===== src/rtl/dnc_pkg.sv =====
`default_nettype none
package dnc_pkg;

   // Field and register widths
   localparam int LIGHT_W     = 10;
   localparam int SAMPLE_BITS = 10;
   localparam int THR_W       = 10;
   localparam int HOLD_W      = 10;
   localparam int WIN_W       = 6;
   localparam int CSR_IDX_W   = 3;
   localparam int CSR_DATA_W  = 10;

   // Low SAMPLE_BITS bits of the light field are significant
   localparam logic [LIGHT_W-1:0] SAMPLE_MASK = LIGHT_W'((64'd1 << SAMPLE_BITS) - 64'd1);

   // Saturation point of the checks-since-switch counter
   localparam logic [WIN_W-1:0] CSS_MAX = '1;

   typedef enum logic [1:0] {
      MODE_AUTO  = 2'd0,
      MODE_DAY   = 2'd1,
      MODE_NIGHT = 2'd2,
      MODE_USER  = 2'd3
   } mode_type;

   typedef enum logic [2:0] {
      ACT_CHECK         = 3'd0,
      ACT_AUTO          = 3'd1,
      ACT_DAY           = 3'd2,
      ACT_NIGHT         = 3'd3,
      ACT_USER          = 3'd4,
      ACT_MANUAL_FILTER = 3'd5,
      ACT_MANUAL_LED    = 3'd6,
      ACT_RESET_MODE    = 3'd7
   } action_type;

   typedef enum logic [1:0] {
      NOTIFY_NONE  = 2'd0,
      NOTIFY_COLOR = 2'd1,
      NOTIFY_MONO  = 2'd2
   } notify_type;

   typedef enum logic [CSR_IDX_W-1:0] {
      CSR_DEFAULT_MODE    = 3'd0,
      CSR_HOLD_CHECKS     = 3'd1,
      CSR_DAY_THRESHOLD   = 3'd2,
      CSR_NIGHT_THRESHOLD = 3'd3,
      CSR_RECENT_WINDOW   = 3'd4
   } csr_index_type;

   // Reset values of the configuration registers
   localparam mode_type          RST_DEFAULT_MODE = MODE_AUTO;
   localparam logic [HOLD_W-1:0] RST_HOLD_CHECKS  = 10'd6;
   localparam logic [THR_W-1:0]  RST_DAY_THR      = 10'h30;
   localparam logic [THR_W-1:0]  RST_NIGHT_THR    = 10'h20;
   localparam logic [WIN_W-1:0]  RST_WINDOW       = 6'd10;

   typedef struct packed {
      mode_type          default_mode;
      logic [HOLD_W-1:0] hold_checks;
      logic [THR_W-1:0]  day_threshold;
      logic [THR_W-1:0]  night_threshold;
      logic [WIN_W-1:0]  recent_window;
   } cfg_type;

   typedef struct packed {
      mode_type          mode;
      logic              day_flag;
      logic [HOLD_W-1:0] persist;
      logic              filter;
      logic              led;
      logic              color;
      logic [WIN_W-1:0]  css;
   } ctl_state_type;

   typedef struct packed {
      action_type         action;
      logic [LIGHT_W-1:0] light_sample;
      logic               manual_value;
   } req_word_type;

   typedef struct packed {
      logic       filter_blocks_ir;
      logic       led_on;
      logic       image_color;
      logic       light_is_day;
      mode_type   active_mode_out;
      notify_type notify_event;
      logic       recent_switch;
   } rsp_word_type;

endpackage
`default_nettype wire


===== src/rtl/dnc_ifs.sv =====
`default_nettype none
interface dnc_req_if import dnc_pkg::*; ();
   logic               valid;
   logic               ready;
   logic [2:0]         action;
   logic [LIGHT_W-1:0] light_sample;
   logic               manual_value;

   modport source (output valid, action, light_sample, manual_value, input ready);
   modport sink   (input valid, action, light_sample, manual_value, output ready);
endinterface

interface dnc_rsp_if;
   logic       valid;
   logic       ready;
   logic       filter_blocks_ir;
   logic       led_on;
   logic       image_color;
   logic       light_is_day;
   logic [1:0] active_mode_out;
   logic [1:0] notify_event;
   logic       recent_switch;

   modport source (output valid, filter_blocks_ir, led_on, image_color, light_is_day,
                   active_mode_out, notify_event, recent_switch, input ready);
   modport sink   (input valid, filter_blocks_ir, led_on, image_color, light_is_day,
                   active_mode_out, notify_event, recent_switch, output ready);
endinterface

interface dnc_csr_if import dnc_pkg::*; ();
   logic                  valid;
   logic                  ready;
   logic [CSR_IDX_W-1:0]  index;
   logic [CSR_DATA_W-1:0] data;

   modport source (output valid, index, data, input ready);
   modport sink   (input valid, index, data, output ready);
endinterface
`default_nettype wire


===== src/rtl/dnc_step.sv =====
`default_nettype none
module dnc_step import dnc_pkg::*; (
   input  cfg_type       cfg,
   input  ctl_state_type cur,
   input  req_word_type  word,
   output ctl_state_type nxt,
   output rsp_word_type  rsp
);

   function automatic ctl_state_type drive_day(ctl_state_type s);
      ctl_state_type r;
      r        = s;
      r.led    = 1'b0;
      r.filter = 1'b1;
      r.color  = 1'b1;
      r.css    = '0;
      return r;
   endfunction

   function automatic ctl_state_type drive_night(ctl_state_type s);
      ctl_state_type r;
      r        = s;
      r.filter = 1'b0;
      r.led    = 1'b1;
      r.color  = 1'b0;
      r.css    = '0;
      return r;
   endfunction

   logic [LIGHT_W-1:0] sample;
   logic [THR_W:0]     thr_sum;
   logic [THR_W-1:0]   midpoint;
   logic               out_of_band;
   logic [HOLD_W:0]    step_count;
   notify_type         notify;

   // Compare terms for check and auto; only the masked sample is used by both
   assign sample      = word.light_sample & SAMPLE_MASK;
   assign thr_sum     = {1'b0, cfg.day_threshold} + {1'b0, cfg.night_threshold};
   assign midpoint    = thr_sum[THR_W:1];
   assign out_of_band = (cur.day_flag && (sample < cfg.night_threshold)) ||
                        (!cur.day_flag && (sample > cfg.day_threshold));
   assign step_count  = {1'b0, cur.persist} + {{HOLD_W{1'b0}}, 1'b1};

   // Next state per action
   always_comb begin
      nxt    = cur;
      notify = NOTIFY_NONE;
      case (word.action)
         ACT_CHECK: begin
            if (cur.css != CSS_MAX) begin
               nxt.css = cur.css + {{(WIN_W-1){1'b0}}, 1'b1};
            end
            if (cur.mode == MODE_AUTO) begin
               if (out_of_band) begin
                  if (step_count > {1'b0, cfg.hold_checks}) begin
                     if (cur.day_flag) begin
                        nxt    = drive_night(nxt);
                        notify = NOTIFY_MONO;
                     end else begin
                        nxt    = drive_day(nxt);
                        notify = NOTIFY_COLOR;
                     end
                     nxt.day_flag = !cur.day_flag;
                     nxt.persist  = '0;
                  end else begin
                     nxt.persist = step_count[HOLD_W-1:0];
                  end
               end else begin
                  nxt.persist = '0;
               end
            end
         end
         ACT_AUTO: begin
            if (sample > midpoint) begin
               nxt    = drive_day(cur);
               notify = NOTIFY_COLOR;
            end else begin
               nxt    = drive_night(cur);
               notify = NOTIFY_MONO;
            end
            nxt.day_flag = (sample > midpoint);
            nxt.mode     = MODE_AUTO;
         end
         ACT_DAY: begin
            nxt      = drive_day(cur);
            nxt.mode = MODE_DAY;
            notify   = NOTIFY_COLOR;
         end
         ACT_NIGHT: begin
            nxt      = drive_night(cur);
            nxt.mode = MODE_NIGHT;
            notify   = NOTIFY_MONO;
         end
         ACT_USER: begin
            nxt.mode = MODE_USER;
         end
         ACT_MANUAL_FILTER: begin
            nxt.filter = word.manual_value;
            nxt.css    = '0;
            nxt.mode   = MODE_USER;
         end
         ACT_MANUAL_LED: begin
            nxt.led  = word.manual_value;
            nxt.css  = '0;
            nxt.mode = MODE_USER;
         end
         ACT_RESET_MODE: begin
            nxt.mode = cfg.default_mode;
         end
         default: begin
            nxt = cur;
         end
      endcase
   end

   // Result word from the updated state
   always_comb begin
      rsp.filter_blocks_ir = nxt.filter;
      rsp.led_on           = nxt.led;
      rsp.image_color      = nxt.color;
      rsp.light_is_day     = nxt.day_flag;
      rsp.active_mode_out  = nxt.mode;
      rsp.notify_event     = notify;
      rsp.recent_switch    = (nxt.css < cfg.recent_window);
   end

endmodule
`default_nettype wire


===== src/rtl/day_night_ircut_controller.sv =====
`default_nettype none
// Channel   Dir   Protocol     Word
// req_ch    in    valid/ready  action, light_sample, manual_value
// rsp_ch    out   valid/ready  filter/led/color/day, mode, notify, recent flag
// csr_ch    in    valid/ready  register index, write data (always ready)
//
// rsp valid rises once an accepted req word has passed the input register and the result
// register; one word per cycle sustained while rsp is not stalled. The rate is set by the
// combinational state update in dnc_step between the input and result registers.
// Synchronous reset restores config and control state to defaults, mode auto, day, filter in.
// A stalled rsp holds its word; req stays ready while the input stage can move on.
module day_night_ircut_controller import dnc_pkg::*; (
   input wire logic   clock,
   input wire logic   reset,
   dnc_req_if.sink    req_ch,
   dnc_rsp_if.source  rsp_ch,
   dnc_csr_if.sink    csr_ch
);

   cfg_type       cfg_ff, cfg_in;
   ctl_state_type ctl_ff, ctl_nxt;
   req_word_type  req_word_ff;
   logic          req_vld_ff;
   rsp_word_type  rsp_word_ff, rsp_word;
   logic          rsp_vld_ff;
   logic          advance;
   logic          req_take;

   // Handshakes
   assign advance      = req_vld_ff && (!rsp_vld_ff || rsp_ch.ready);
   assign req_ch.ready = !req_vld_ff || advance;
   assign req_take     = req_ch.valid && req_ch.ready;
   assign csr_ch.ready = 1'b1;

   // Register writes
   always_comb begin
      cfg_in = cfg_ff;
      if (csr_ch.valid) begin
         case (csr_index_type'(csr_ch.index))
            CSR_DEFAULT_MODE:    cfg_in.default_mode    = mode_type'(csr_ch.data[1:0]);
            CSR_HOLD_CHECKS:     cfg_in.hold_checks     = csr_ch.data[HOLD_W-1:0];
            CSR_DAY_THRESHOLD:   cfg_in.day_threshold   = csr_ch.data[THR_W-1:0];
            CSR_NIGHT_THRESHOLD: cfg_in.night_threshold = csr_ch.data[THR_W-1:0];
            CSR_RECENT_WINDOW:   cfg_in.recent_window   = csr_ch.data[WIN_W-1:0];
            default:             cfg_in                 = cfg_ff;
         endcase
      end
   end

   dnc_step u_step (
      .cfg  (cfg_ff),
      .cur  (ctl_ff),
      .word (req_word_ff),
      .nxt  (ctl_nxt),
      .rsp  (rsp_word)
   );

   // Control and configuration state
   always_ff @(posedge clock) begin
      if (reset) begin
         cfg_ff.default_mode    <= RST_DEFAULT_MODE;
         cfg_ff.hold_checks     <= RST_HOLD_CHECKS;
         cfg_ff.day_threshold   <= RST_DAY_THR;
         cfg_ff.night_threshold <= RST_NIGHT_THR;
         cfg_ff.recent_window   <= RST_WINDOW;
         ctl_ff.mode            <= RST_DEFAULT_MODE;
         ctl_ff.day_flag        <= 1'b1;
         ctl_ff.persist         <= '0;
         ctl_ff.filter          <= 1'b1;
         ctl_ff.led             <= 1'b0;
         ctl_ff.color           <= 1'b1;
         ctl_ff.css             <= CSS_MAX;
         req_vld_ff             <= 1'b0;
         rsp_vld_ff             <= 1'b0;
      end else begin
         cfg_ff <= cfg_in;
         if (advance) begin
            ctl_ff <= ctl_nxt;
         end
         if (req_ch.ready) begin
            req_vld_ff <= req_ch.valid;
         end
         if (advance) begin
            rsp_vld_ff <= 1'b1;
         end else if (rsp_ch.ready) begin
            rsp_vld_ff <= 1'b0;
         end
      end
   end

   // Payload registers
   always_ff @(posedge clock) begin
      if (req_take) begin
         req_word_ff.action       <= action_type'(req_ch.action);
         req_word_ff.light_sample <= req_ch.light_sample;
         req_word_ff.manual_value <= req_ch.manual_value;
      end
      if (advance) begin
         rsp_word_ff <= rsp_word;
      end
   end

   // Drive result word
   assign rsp_ch.valid            = rsp_vld_ff;
   assign rsp_ch.filter_blocks_ir = rsp_word_ff.filter_blocks_ir;
   assign rsp_ch.led_on           = rsp_word_ff.led_on;
   assign rsp_ch.image_color      = rsp_word_ff.image_color;
   assign rsp_ch.light_is_day     = rsp_word_ff.light_is_day;
   assign rsp_ch.active_mode_out  = rsp_word_ff.active_mode_out;
   assign rsp_ch.notify_event     = rsp_word_ff.notify_event;
   assign rsp_ch.recent_switch    = rsp_word_ff.recent_switch;

endmodule
`default_nettype wire


===== src/flat_wrapper.sv =====
// flat-port wrapper written by rule: the top's interface ports become plain ports
module day_night_ircut_controller_flat import dnc_pkg::*;
  (clock, reset, req_ch_valid, req_ch_action, req_ch_light_sample, req_ch_manual_value, req_ch_ready, rsp_ch_valid, rsp_ch_filter_blocks_ir, rsp_ch_led_on, rsp_ch_image_color, rsp_ch_light_is_day, rsp_ch_active_mode_out, rsp_ch_notify_event, rsp_ch_recent_switch, rsp_ch_ready, csr_ch_valid, csr_ch_index, csr_ch_data, csr_ch_ready);
  dnc_req_if req_ch_i ();
  dnc_rsp_if rsp_ch_i ();
  dnc_csr_if csr_ch_i ();
  input wire logic clock;
  input wire logic reset;
  input wire logic [$bits(req_ch_i.valid)-1:0] req_ch_valid;
  input wire logic [$bits(req_ch_i.action)-1:0] req_ch_action;
  input wire logic [$bits(req_ch_i.light_sample)-1:0] req_ch_light_sample;
  input wire logic [$bits(req_ch_i.manual_value)-1:0] req_ch_manual_value;
  output wire logic [$bits(req_ch_i.ready)-1:0] req_ch_ready;
  output wire logic [$bits(rsp_ch_i.valid)-1:0] rsp_ch_valid;
  output wire logic [$bits(rsp_ch_i.filter_blocks_ir)-1:0] rsp_ch_filter_blocks_ir;
  output wire logic [$bits(rsp_ch_i.led_on)-1:0] rsp_ch_led_on;
  output wire logic [$bits(rsp_ch_i.image_color)-1:0] rsp_ch_image_color;
  output wire logic [$bits(rsp_ch_i.light_is_day)-1:0] rsp_ch_light_is_day;
  output wire logic [$bits(rsp_ch_i.active_mode_out)-1:0] rsp_ch_active_mode_out;
  output wire logic [$bits(rsp_ch_i.notify_event)-1:0] rsp_ch_notify_event;
  output wire logic [$bits(rsp_ch_i.recent_switch)-1:0] rsp_ch_recent_switch;
  input wire logic [$bits(rsp_ch_i.ready)-1:0] rsp_ch_ready;
  input wire logic [$bits(csr_ch_i.valid)-1:0] csr_ch_valid;
  input wire logic [$bits(csr_ch_i.index)-1:0] csr_ch_index;
  input wire logic [$bits(csr_ch_i.data)-1:0] csr_ch_data;
  output wire logic [$bits(csr_ch_i.ready)-1:0] csr_ch_ready;
  assign req_ch_i.valid = req_ch_valid;
  assign req_ch_i.action = req_ch_action;
  assign req_ch_i.light_sample = req_ch_light_sample;
  assign req_ch_i.manual_value = req_ch_manual_value;
  assign req_ch_ready = req_ch_i.ready;
  assign rsp_ch_valid = rsp_ch_i.valid;
  assign rsp_ch_filter_blocks_ir = rsp_ch_i.filter_blocks_ir;
  assign rsp_ch_led_on = rsp_ch_i.led_on;
  assign rsp_ch_image_color = rsp_ch_i.image_color;
  assign rsp_ch_light_is_day = rsp_ch_i.light_is_day;
  assign rsp_ch_active_mode_out = rsp_ch_i.active_mode_out;
  assign rsp_ch_notify_event = rsp_ch_i.notify_event;
  assign rsp_ch_recent_switch = rsp_ch_i.recent_switch;
  assign rsp_ch_i.ready = rsp_ch_ready;
  assign csr_ch_i.valid = csr_ch_valid;
  assign csr_ch_i.index = csr_ch_index;
  assign csr_ch_i.data = csr_ch_data;
  assign csr_ch_ready = csr_ch_i.ready;
  day_night_ircut_controller u_core (.clock(clock), .reset(reset), .req_ch(req_ch_i), .rsp_ch(rsp_ch_i), .csr_ch(csr_ch_i));
endmodule

===== config.mk =====
export PLATFORM = sky130hd
export DESIGN_NAME = day_night_ircut_controller_flat
export DESIGN_NICKNAME = d
export VERILOG_FILES = /design/src/rtl/dnc_pkg.sv /design/src/rtl/dnc_ifs.sv /design/src/rtl/dnc_step.sv /design/src/rtl/day_night_ircut_controller.sv /design/src/flat_wrapper.sv
export SDC_FILE = /design/constraint.sdc
export NUM_CORES = 1
export LEC_CHECK = 0
export BUFFER_PORTS_ARGS = -buffer_cell sky130_fd_sc_hd__buf_4
export CORE_ASPECT_RATIO = 0.6
export CORE_MARGIN = 4
export CORE_UTILIZATION = 62
export CTS_BUF_LIST = sky130_fd_sc_hd__clkbuf_8
export CTS_CLUSTER_DIAMETER = 30
export CTS_CLUSTER_SIZE = 16
export DETAILED_ROUTE_END_ITERATION = 16
export PLACE_DENSITY = 0.81
export SYNTH_ARGS = -nofsm -noshare
export SYNTH_HDL_FRONTEND = slang
export SYNTH_SLANG_ARGS = --single-unit

===== constraint.sdc =====
create_clock -name clock -period 4.5 [get_ports clock]
set_input_delay 0.225 -clock clock [delete_from_list [all_inputs] [get_ports clock]]
set_output_delay 0.225 -clock clock [all_outputs]
set_load 0.01 [all_outputs]

==> flow_summary.toml, run 1 <==
[outcome]
run_status = "finished, final reports clean"

[timing]
shortest_clock_period_the_worst_path_allows_after_layout_ns = 4.21
unrepaired_setup_endpoints_after_global_routing = "false"
setup_violators_final = 0
timing.fmax_mhz = 237
timing.final.crit_share = 0.937
finClkSkew_ns = 0.0135
timing_hold_violations_final = 0
worst_margin_pin_slew_ns = 0.996
setup-tns-final_ns = 0
slew_violations = 0
timing.slew.headroom = 0.333

[detailed_routing]
drc_errors = 0
via_count = 4554
post_drt_via_cell_ratio = 6.19
route.antenna.remaining_nets = 0
route.final.wire_length_um = 13100
detail_route.first_pass.iterations = 5
routedWlPerCell_um = 17.8
drtIter0Drc = 609

[clocking]
clk_path_buf_depth = 2
tritoncts = "yes"
cts_made_buffers = 9
clock_sinks = 85
cts_root_buffer = "clkbuf_8"
cts.reportedPaths.clkPinSlew_ns = 0.09
count_of_h_tree_levels_built_during_cts = 3
cts_hold_buffers = 0
worstSkewPairLatency_ns = 0.37

[flow_run]
max_cap_viol_count = 0

[global_route]
via_count_of_the_first_global_routing_pass = 4337
grt_pass1_wl_um = 21900
gr_util_all_layers = 0.277
grt_max_degree = 54
globalRoute.totalOverflow = 0
grt_antenna_before_repair = 0

[yosys]
synth_flop_cell = "dfxtp_1"
ys_seq_area_frac = 0.372
synth.ff_latch_count = 85
synthesis.area_per_instance_um2 = 8.77
synthesis.nets = 682
edff_count_synth = 23
post_synth_inst_count = 592
synth_cell_type_count = 63
synth-warning-count = 0
ys_async_sr_fraction = 0
synthesis.area_mm2 = 0.00519

[placed_design]
gp_congestion = 0.924
buffer_ports.inserted = 42
placedInstanceArea_mm2 = 0.00552
detailed_place_hpwl_um = 9930

[layout]
final_core_util = 0.720
finalNetCount = 713
diodes = 0
layout.cell_area.non_filler_mm2 = 0.00577
synthToLayoutAreaGrowth_pct = 11.0
final.fill_count = 606
drive_above_1_share = 0.135

[floorplan]
io-pin-count = 44
floorplan.die_area_mm2 = 0.00995
die_h_um = 78.9
die_width_um = 126
core.rowCount = 25
core_area_mm2 = 0.00801
initial_utilization = 0.649

[hold_path]
timing.hold.worst.class = "in2reg"
hold-path-cell-count = 1

[setup_path]
worst-r2r-cell-count = 18
path_max_fanout = 8
worst_setup_path_class = "reg2reg"
worstSetupEndpointType = "flop"
critical_path.slowest_cell = "dfxtp_1"
worstPathArrival_ns = 4.44
cp_slowest_stage_delay_ns = 0.41
path_common_cell = "a21o_1"
worst-endpoint-required_ns = 4.72
crit_chain = "ha_2, and3_2, and3_2, nand3_1, xnor2_1, ha_1, nand2_1, or3_1, o311ai_4, nand2_4, a31oi_4, a21boi_1, a21o_1, ha_1, a21o_1, a21o_1, a221o_1, a31oi_1"
critPathLaunchType = "flop"

[power_and_ir_drop]
cellLeakagePower_nw = 2.43
p_per_area_mw_per_mm2 = 298
worst_ir_drop_vdd_uv = 185
layout make-up:
| type | count | area [µm²] | area share |
|---|---|---|---|
| clock buffer | 10 | 138 | 0.0239 |
| inverter | 47 | 178 | 0.0308 |
| multi-input combinational | 436 | 2960 | 0.514 |
| clock inverter | 6 | 87.6 | 0.0152 |
| timing repair buffer | 44 | 334 | 0.0579 |
| tap | 108 | 135 | 0.0234 |
| sequential | 85 | 1930 | 0.335 |
worst max-delay path: cells and delay by family, from the launching register on:
family / cells / cell delay, ns
adders and majority gates: 3 / 0.80
DFF: 1 / 0.41
xor gates and xnor gates: 1 / 0.17
and+or+nand+nor: 6 / 1.21
AOI/OAI and AO/OA: 8 / 1.49
final timing paths:
path / from / end / slack [ns]
worst max-delay path: u_core.ctl_ff[9]$_SDFFE_PP0P_ / u_core.rsp_ch.recent_switch$_DFFE_PP_ / 0.29
worst min-delay path: req_ch_manual_value / u_core.req_word_ff[0]$_DFFE_PP_ / 0.03
worst max register to register: u_core.ctl_ff[9]$_SDFFE_PP0P_ / u_core.rsp_ch.recent_switch$_DFFE_PP_ / 0.29
worst min register to register: u_core.cfg_ff[29]$_SDFFE_PP0P_ / u_core.cfg_ff[29]$_SDFFE_PP0P_ / 0.47
cells in the mapped netlist, types with 4 or more instances:
library cell   n  area share
dfxtp_1       62        0.24
nor2_1        31       0.022
inv_1         46       0.033
and3_1         9       0.011
a22oi_1        4      0.0058
xnor2_1       10       0.017
buf_6          4      0.0087
nor3_1         7      0.0067
clkbuf_1      17       0.012
a21oi_1       66       0.064
a211oi_1       4      0.0058
xor2_1         7       0.012
nand3b_1       4      0.0058
or2_2          4      0.0048
edfxtp_1      23        0.13
a31oi_1        6      0.0072
nand2b_1       5      0.0060
o211ai_1      10       0.014
nand4_1        7      0.0084
ha_1          57        0.14
a21o_1         8       0.012
nand3_1       17       0.016
o21ai_1        4      0.0039
a311oi_1       4      0.0067
nand2_1       95       0.069
mux2i_1        7       0.013
o21ai_0       19       0.018
where the power goes:
part | switching (W) | internal (W) | total, W
Combinational | 0.000156 | 0.000107 | 0.000263
Sequential | 0.0000284 | 0.000816 | 0.000845
Clock | 0.000282 | 0.000327 | 0.000610
cells in the final DEF, fill, tap and decap left out, types with 7 or more instances in the layout:
master    synthesis  final
a21oi_1          66     66
nand2_1          95     95
edfxtp_1         23     23
dfxtp_1          62     62
nand3_1          17     17
ha_1             57     56
nor3_1            7      7
nor2_1           31     31
buf_4             2     43
xnor2_1          10     10
o211ai_1         10     10
a21o_1            8      8
inv_1            46     47
clkbuf_8          1     10
mux2i_1           7      7
nand4_1           7      7
xor2_1            7      7
o21ai_0          19     19
per-layer routing:
metal | wire [µm] | vias up | GRT usage
met5 | 0 | - | 0
met4 | 183 | 0 | 0.0696
met3 | 1280 | 22 | 0.0706
met2 | 5490 | 242 | 0.407
met1 | 6170 | 2131 | 0.408
li1 | - | 2159 | -
what timing repair did:
| action | CTS | global route |
|---|---|---|
| gates resized for setup | 0 | 7 |
| endpoints found under the setup margin | 0 | 1 |
| setup buffers | 0 | 0 |
cells by family after synthesis:
| group | Yosys count | share of synthesized area |
|---|---|---|
| xor+xnor | 17 | 0.0287 |
| mux | 7 | 0.0135 |
| buf+inv | 71 | 0.0607 |
| compound gates | 160 | 0.211 |
| fa+ha+maj | 58 | 0.141 |
| other cells | 1 | 0.000722 |
| flops | 85 | 0.372 |
| simple gates | 193 | 0.172 |
per-stage QoR:
step	instances	power, W	hold WS (ns)	worst slack, ns
5_1_grt	736	0.00179	0.00225	0.0118
6_report	736	0.00172	0.0250	0.285
4_1_cts	736	0.00172	0.00948	0.151
3_5_place_dp	720	0.00111	0.404	0.193
3_3_place_gp	720	0.00110	0.403	0.447
2_1_floorplan	592	0.00103	0.324	0.569
flip-flops by register name, indices dropped and copies added (netlist names):
name / cells
u_core.cfg_ff: 38
u_core.ctl_ff: 22
u_core.req_word_ff: 14
u_core.rsp_ch.active_mode_out: 2
u_core.rsp_ch.notify_event: 2
u_core.req_vld_ff: 1
u_core.rsp_ch.filter_blocks_ir: 1
u_core.rsp_ch.image_color: 1
u_core.rsp_ch.led_on: 1
u_core.rsp_ch.light_is_day: 1
u_core.rsp_ch.recent_switch: 1
u_core.rsp_ch.valid: 1
Note: power is estimated with default switching activity, not from simulation.
==> run 2: changes to the inputs <==
Settings changed: SETUP_SLACK_MARGIN set to 0.4.
==> flow_summary.toml, run 2 (synthesized netlist as in run 1, its figures left out) <==
[layout]
diodes = 0
largestRegisters = "u_core.cfg_ff x38, u_core.ctl_ff x22, u_core.req_word_ff x14"
final.fill_count = 589
final_common_cell = "nand2_1"
largest_register_ffs = 38
drive_above_1_share = 0.159
register_area_mm2 = 0.00194
regMostFlops = "u_core.cfg_ff"
final_core_util = 0.734
synthToLayoutAreaGrowth_pct = 13.2
post_layout_nonfiller_instances = 743
area_of_the_multi_input_gates_mm2 = 0.00301
leading_cell_types_in_the_layout_fill_and_taps_excluded = "nand2_1 (95), a21oi_1 (64), dfxtp_1 (59)"
finalNetCount = 720

[power_and_ir_drop]
cellLeakagePower_nw = 2.48
power.switching_w = 0.000471
fin_total_pwr_w = 0.00172
pwr-share-clk = 0.355
sw_frac_of_total = 0.273
power_frac_seq = 0.490
worst_ir_drop_vdd_uv = 186
p_per_area_mw_per_mm2 = 293
pwr-share-comb = 0.155
internal-power_w = 0.00125

[timing]
timing_hold_violations_final = 0
timing.fmax_mhz = 251
setup_violators_final = 0
timing.slew.headroom = 0.355
slew_violations = 0
timing.final.crit_share = 0.884
finClkSkew_ns = 0.0146
shortest_clock_period_the_worst_path_allows_after_layout_ns = 3.98
unrepaired_setup_endpoints_after_global_routing = "true"
setup-tns-final_ns = 0
worst_margin_pin_slew_ns = 0.964

[clocking]
cts_root_buffer = "clkbuf_8"
count_of_h_tree_levels_built_during_cts = 3
cts_hold_buffers = 0
tritoncts = "yes"
cts_made_buffers = 9
clk_path_buf_depth = 2
cts.reportedPaths.clkPinSlew_ns = 0.09
clock_sinks = 85
worstSkewPairLatency_ns = 0.38

[detailed_routing]
via_count = 4565
post_drt_via_cell_ratio = 6.14
route.antenna.remaining_nets = 0
drtIter0Drc = 625
routedWlPerCell_um = 17.8
detail_route.first_pass.iterations = 7
route.final.wire_length_um = 13200
drc_errors = 0

[global_route]
grt_max_degree = 54
grt_pass1_wl_um = 21900
globalRoute.totalOverflow = 0
gr_util_all_layers = 0.278
via_count_of_the_first_global_routing_pass = 4350
grt_antenna_before_repair = 0

[setup_path]
critPathLaunchType = "flop"
worst_setup_path_class = "reg2reg"
crit_chain = "ha_4, and3_4, and3_4, nand3_1, xnor2_2, ha_1, nand2_1, or3_1, o311ai_4, nand2_4, a31oi_4, a21boi_2, a21o_1, ha_1, a21o_1, a21o_1, a221o_1, a31oi_1"
cp_slowest_stage_delay_ns = 0.39
path_common_cell = "a21o_1"
timing.reg2reg.setup_slack_ns = 0.52
worst-r2r-cell-count = 18
worstPathArrival_ns = 4.21
path_max_fanout = 5
r2r-start = "u_core.ctl_ff[9]$_SDFFE_PP0P_"
worstSetupEndpointType = "flop"
critical_path.slowest_cell = "or3_1"
worst-endpoint-required_ns = 4.73
reg2reg_to = "u_core.rsp_ch.recent_switch$_DFFE_PP_"

[floorplan]
core_area_mm2 = 0.00801
io-pin-count = 44
floorplan.die_area_mm2 = 0.00995
initial_utilization = 0.649
die_width_um = 126
core.rowCount = 25
die_h_um = 78.9

[placed_design]
buffer_ports.inserted = 42
dp_cells = 720
gp_congestion = 0.924
detailed_place_hpwl_um = 9930

[hold_path]
hold_path.startpoint = "req_ch_manual_value"
timing.hold.worst.class = "in2reg"
min_delay_endpoint = "u_core.req_word_ff[0]$_DFFE_PP_"
hold-path-cell-count = 1

[flow_run]
max_cap_viol_count = 0

[outcome]
run_status = "finished, final reports clean"
[run 2: cell types whose count changed in the layout (fill, tap and decap cells not counted), sizes merged]
cell,before,now
buf,44,51
[run 2: layer usage]
layer | share of wire | up-vias | track usage
met5 | 0 | - | 0
met1 | 0.47 | 2127 | 0.407
met4 | 0.017 | 0 | 0.0728
li1 | - | 2179 | -
met3 | 0.097 | 31 | 0.0746
met2 | 0.42 | 228 | 0.405
[run 2: cell type report]
type                       count  area share
multi-input combinational    436       0.512
sequential                    85       0.330
timing repair buffer          51      0.0664
inverter                      47      0.0302
tap                          108      0.0230
clock inverter                 6      0.0149
clock buffer                  10      0.0234
[run 2: worst max path at each step]
stage,startpoint,to,slack [ns],depth (start not counted)
global route,u_core.ctl_ff[9]$_SDFFE_PP0P_,u_core.rsp_ch.recent_switch$_DFFE_PP_,0.32,18
global placement,u_core.ctl_ff[9]$_SDFFE_PP0P_,u_core.rsp_ch.recent_switch$_DFFE_PP_,0.45,18
finish,u_core.ctl_ff[9]$_SDFFE_PP0P_,u_core.rsp_ch.recent_switch$_DFFE_PP_,0.52,18
CTS,u_core.ctl_ff[10]$_SDFFE_PP0P_,u_core.rsp_ch.recent_switch$_DFFE_PP_,0.42,18
detailed placement,u_core.ctl_ff[9]$_SDFFE_PP0P_,u_core.rsp_ch.recent_switch$_DFFE_PP_,0.19,18
floorplan,u_core.ctl_ff[11]$_SDFFE_PP0P_,u_core.rsp_ch.recent_switch$_DFFE_PP_,0.57,18
[run 2: stage by stage]
step / setup WS, ns / hold WS [ns] / area (µm²)
3_5_place_dp: 0.193 / 0.404 / 5520
2_1_floorplan: 0.569 / 0.324 / 5190
6_report: 0.521 / 0.0178 / 5880
3_3_place_gp: 0.447 / 0.403 / 5520
4_1_cts: 0.416 / 0.00948 / 5780
5_1_grt: 0.320 / 0.00225 / 5880
[run 2: worst max-delay path: cells and delay by family, from the launching register on]
kind	cells	cell delay (ns)
AO/OA/AOI/OAI	8	1.41
AND/OR/NAND/NOR	6	1.16
adder cells (fa/ha/maj)	3	0.71
flip-flops	1	0.38
XOR/XNOR	1	0.18
[run 2: power groups by stage]
stage / registers [W] / logic (W) / clock network (W)
final: 0.000844 / 0.000267 / 0.000612
after global routing: 0.000848 / 0.000296 / 0.000655
after CTS: 0.000843 / 0.000258 / 0.000618
after detailed placement: 0.000861 / 0.000254 / 0
after global placement: 0.000860 / 0.000242 / 0
after floorplan: 0.000852 / 0.000174 / 0
[run 2: what timing repair did]
action | CTS | global route
cloned | 0 | 0
endpoints found under the setup margin | 1 | 7
buffers inserted | 0 | 7
gates resized for setup | 11 | 12
pin swaps | 0 | 2
==> run 3: changes to the inputs <==
Settings changed: CORE_MARGIN 4 to 2.
==> flow_summary.toml, run 3 (synthesized netlist as in run 1, its figures left out) <==
[floorplan]
initial_utilization = 0.649
floorplan.die_area_mm2 = 0.00915
io-pin-count = 44
die_width_um = 122
die_h_um = 74.9
core.rowCount = 25
core_area_mm2 = 0.00801

[power_and_ir_drop]
power_frac_seq = 0.500
pwr-share-clk = 0.343
power.switching_w = 0.000457
worst_ir_drop_vdd_uv = 147
cellLeakagePower_nw = 2.47
sw_frac_of_total = 0.271
pwr-share-comb = 0.157
p_per_area_mw_per_mm2 = 288
internal-power_w = 0.00123

[detailed_routing]
route.antenna.remaining_nets = 0
drc_errors = 0
routedWlPerCell_um = 17.5
detail_route.first_pass.iterations = 5
drtIter0Drc = 470
post_drt_via_cell_ratio = 6.15
route.final.wire_length_um = 13000
via_count = 4552

[timing]
timing.final.crit_share = 0.901
setup-tns-final_ns = 0
setup_violators_final = 0
slew_violations = 0
finClkSkew_ns = 0.00574
fin_hold_ws_ns = 0.0304
shortest_clock_period_the_worst_path_allows_after_layout_ns = 4.06
timing_hold_violations_final = 0
timing.slew.headroom = 0.386
timing.fmax_mhz = 247
worst_margin_pin_slew_ns = 0.918
unrepaired_setup_endpoints_after_global_routing = "true"

[global_route]
globalRoute.totalOverflow = 0
gr_util_all_layers = 0.298
grt.met3_usage = 0.0833
grt_max_degree = 54
grt_pass1_wl_um = 20700
met2_usage = 0.438
grt_antenna_before_repair = 0
grt_busiest_layer = "met1"
via_count_of_the_first_global_routing_pass = 4080
groute.layer.met1.usage = 0.439

[layout]
regMostFlops = "u_core.cfg_ff"
layout.cell_area.non_filler_mm2 = 0.00586
final_core_util = 0.732
synthToLayoutAreaGrowth_pct = 12.9
diodes = 0
final_common_cell = "nand2_1"
largest_register_ffs = 38
finalNetCount = 717
largestRegisters = "u_core.cfg_ff x38, u_core.ctl_ff x22, u_core.req_word_ff x14"
drive_above_1_share = 0.157
leading_cell_types_in_the_layout_fill_and_taps_excluded = "nand2_1 (95), a21oi_1 (62), dfxtp_1 (59)"
post_layout_nonfiller_instances = 740

[hold_path]
timing.hold.worst.class = "in2reg"
hold-path-cell-count = 1
min_delay_endpoint = "u_core.req_word_ff[2]$_DFFE_PP_"
hold_path.startpoint = "req_ch_light_sample[1]"

[setup_path]
worst-endpoint-required_ns = 4.71
reg2reg_to = "u_core.rsp_ch.recent_switch$_DFFE_PP_"
r2r-start = "u_core.ctl_ff[9]$_SDFFE_PP0P_"
path_max_fanout = 5
timing.reg2reg.setup_slack_ns = 0.44
worst_setup_path_class = "reg2reg"
worstPathArrival_ns = 4.27
worst-r2r-cell-count = 18
worstSetupEndpointType = "flop"
critPathLaunchType = "flop"

[clocking]
cts_hold_buffers = 0
count_of_h_tree_levels_built_during_cts = 3
cts_root_buffer = "clkbuf_8"
tritoncts = "yes"
worstSkewPairLatency_ns = 0.36
cts.reportedPaths.clkPinSlew_ns = 0.08
clk_path_buf_depth = 2
clock_sinks = 85
cts_made_buffers = 9

[outcome]
run_status = "finished, final reports clean"

[placed_design]
buffer_ports.inserted = 42
dp_cells = 720
detailed_place_hpwl_um = 9600
placedInstanceArea_mm2 = 0.00552
gp_congestion = 0.907

[flow_run]
max_cap_viol_count = 0
## run 3: cell types whose count changed in the layout (fill, tap and decap cells not counted), sizes merged
cell / before / now
buf: 51 / 48
clkinv: 1 / 3
clkinvlp: 2 / 1
clkbuf: 10 / 9
## run 3: through the flow
step                      setup WS [ns]  total power, W
after floorplan                   0.569         0.00103
after global placement            0.428         0.00110
after detailed placement          0.218         0.00111
after CTS                         0.406         0.00168
after global routing              0.326         0.00175
final                             0.445         0.00169
## run 3: area by class of cell
cell class | instances | area (µm²)
Multi-Input combinational cell | 436 | 3040
Fill cell | 605 | 2150
Sequential cell | 85 | 1940
Timing Repair Buffer | 48 | 368
Inverter | 47 | 178
Tap cell | 108 | 135
Clock buffer | 9 | 124
Clock inverter | 7 | 82.6
## run 3: worst max-delay path: stages, from the launching register on
cell and delay (ns):
dfxtp_4 0.39, ha_4 0.16, and3_4 0.22, and3_4 0.23
nand3_1 0.15, xnor2_2 0.18, ha_1 0.31, nand2_1 0.08
or3_4 0.38, o311ai_4 0.10, nand2_4 0.10, a31oi_4 0.22
a21boi_2 0.19, a21o_1 0.11, ha_1 0.24, a21o_1 0.16
a21o_1 0.17, a221o_1 0.36, a31oi_1 0.15
## run 3: layer usage
| layer | wire length (µm) | vias up |
|---|---|---|
| met3 | 1190 | 19 |
| met1 | 6250 | 2162 |
| li1 | - | 2172 |
| met4 | 147 | 0 |
| met2 | 5400 | 199 |
| met5 | 0 | - |
## run 3: power by group through the flow
| stage | clock network [W] | registers [W] | logic [W] |
|---|---|---|---|
| after floorplan | 0 | 0.000852 | 0.000174 |
| after global placement | 0 | 0.000860 | 0.000243 |
| after detailed placement | 0 | 0.000861 | 0.000251 |
| after CTS | 0.000583 | 0.000843 | 0.000254 |
| after global routing | 0.000613 | 0.000848 | 0.000291 |
| final | 0.000578 | 0.000844 | 0.000265 |
## run 3: worst max-delay path by stage
stage	endpoint	cells past startpoint	slack (ns)	startpoint
after floorplan	u_core.rsp_ch.recent_switch$_DFFE_PP_	18	0.57	u_core.ctl_ff[11]$_SDFFE_PP0P_
after global placement	u_core.rsp_ch.recent_switch$_DFFE_PP_	18	0.43	u_core.ctl_ff[9]$_SDFFE_PP0P_
after detailed placement	u_core.rsp_ch.recent_switch$_DFFE_PP_	18	0.22	u_core.ctl_ff[9]$_SDFFE_PP0P_
after CTS	u_core.rsp_ch.recent_switch$_DFFE_PP_	18	0.41	u_core.ctl_ff[9]$_SDFFE_PP0P_
after global routing	u_core.rsp_ch.recent_switch$_DFFE_PP_	18	0.33	u_core.ctl_ff[9]$_SDFFE_PP0P_
final	u_core.rsp_ch.recent_switch$_DFFE_PP_	18	0.44	u_core.ctl_ff[9]$_SDFFE_PP0P_
## run 3: repair_timing
| action | CTS | global route |
|---|---|---|
| pin swaps | 1 | 1 |
| buffers inserted | 1 | 3 |
| resized for setup | 7 | 20 |
| setup endpoints to repair | 1 | 8 |
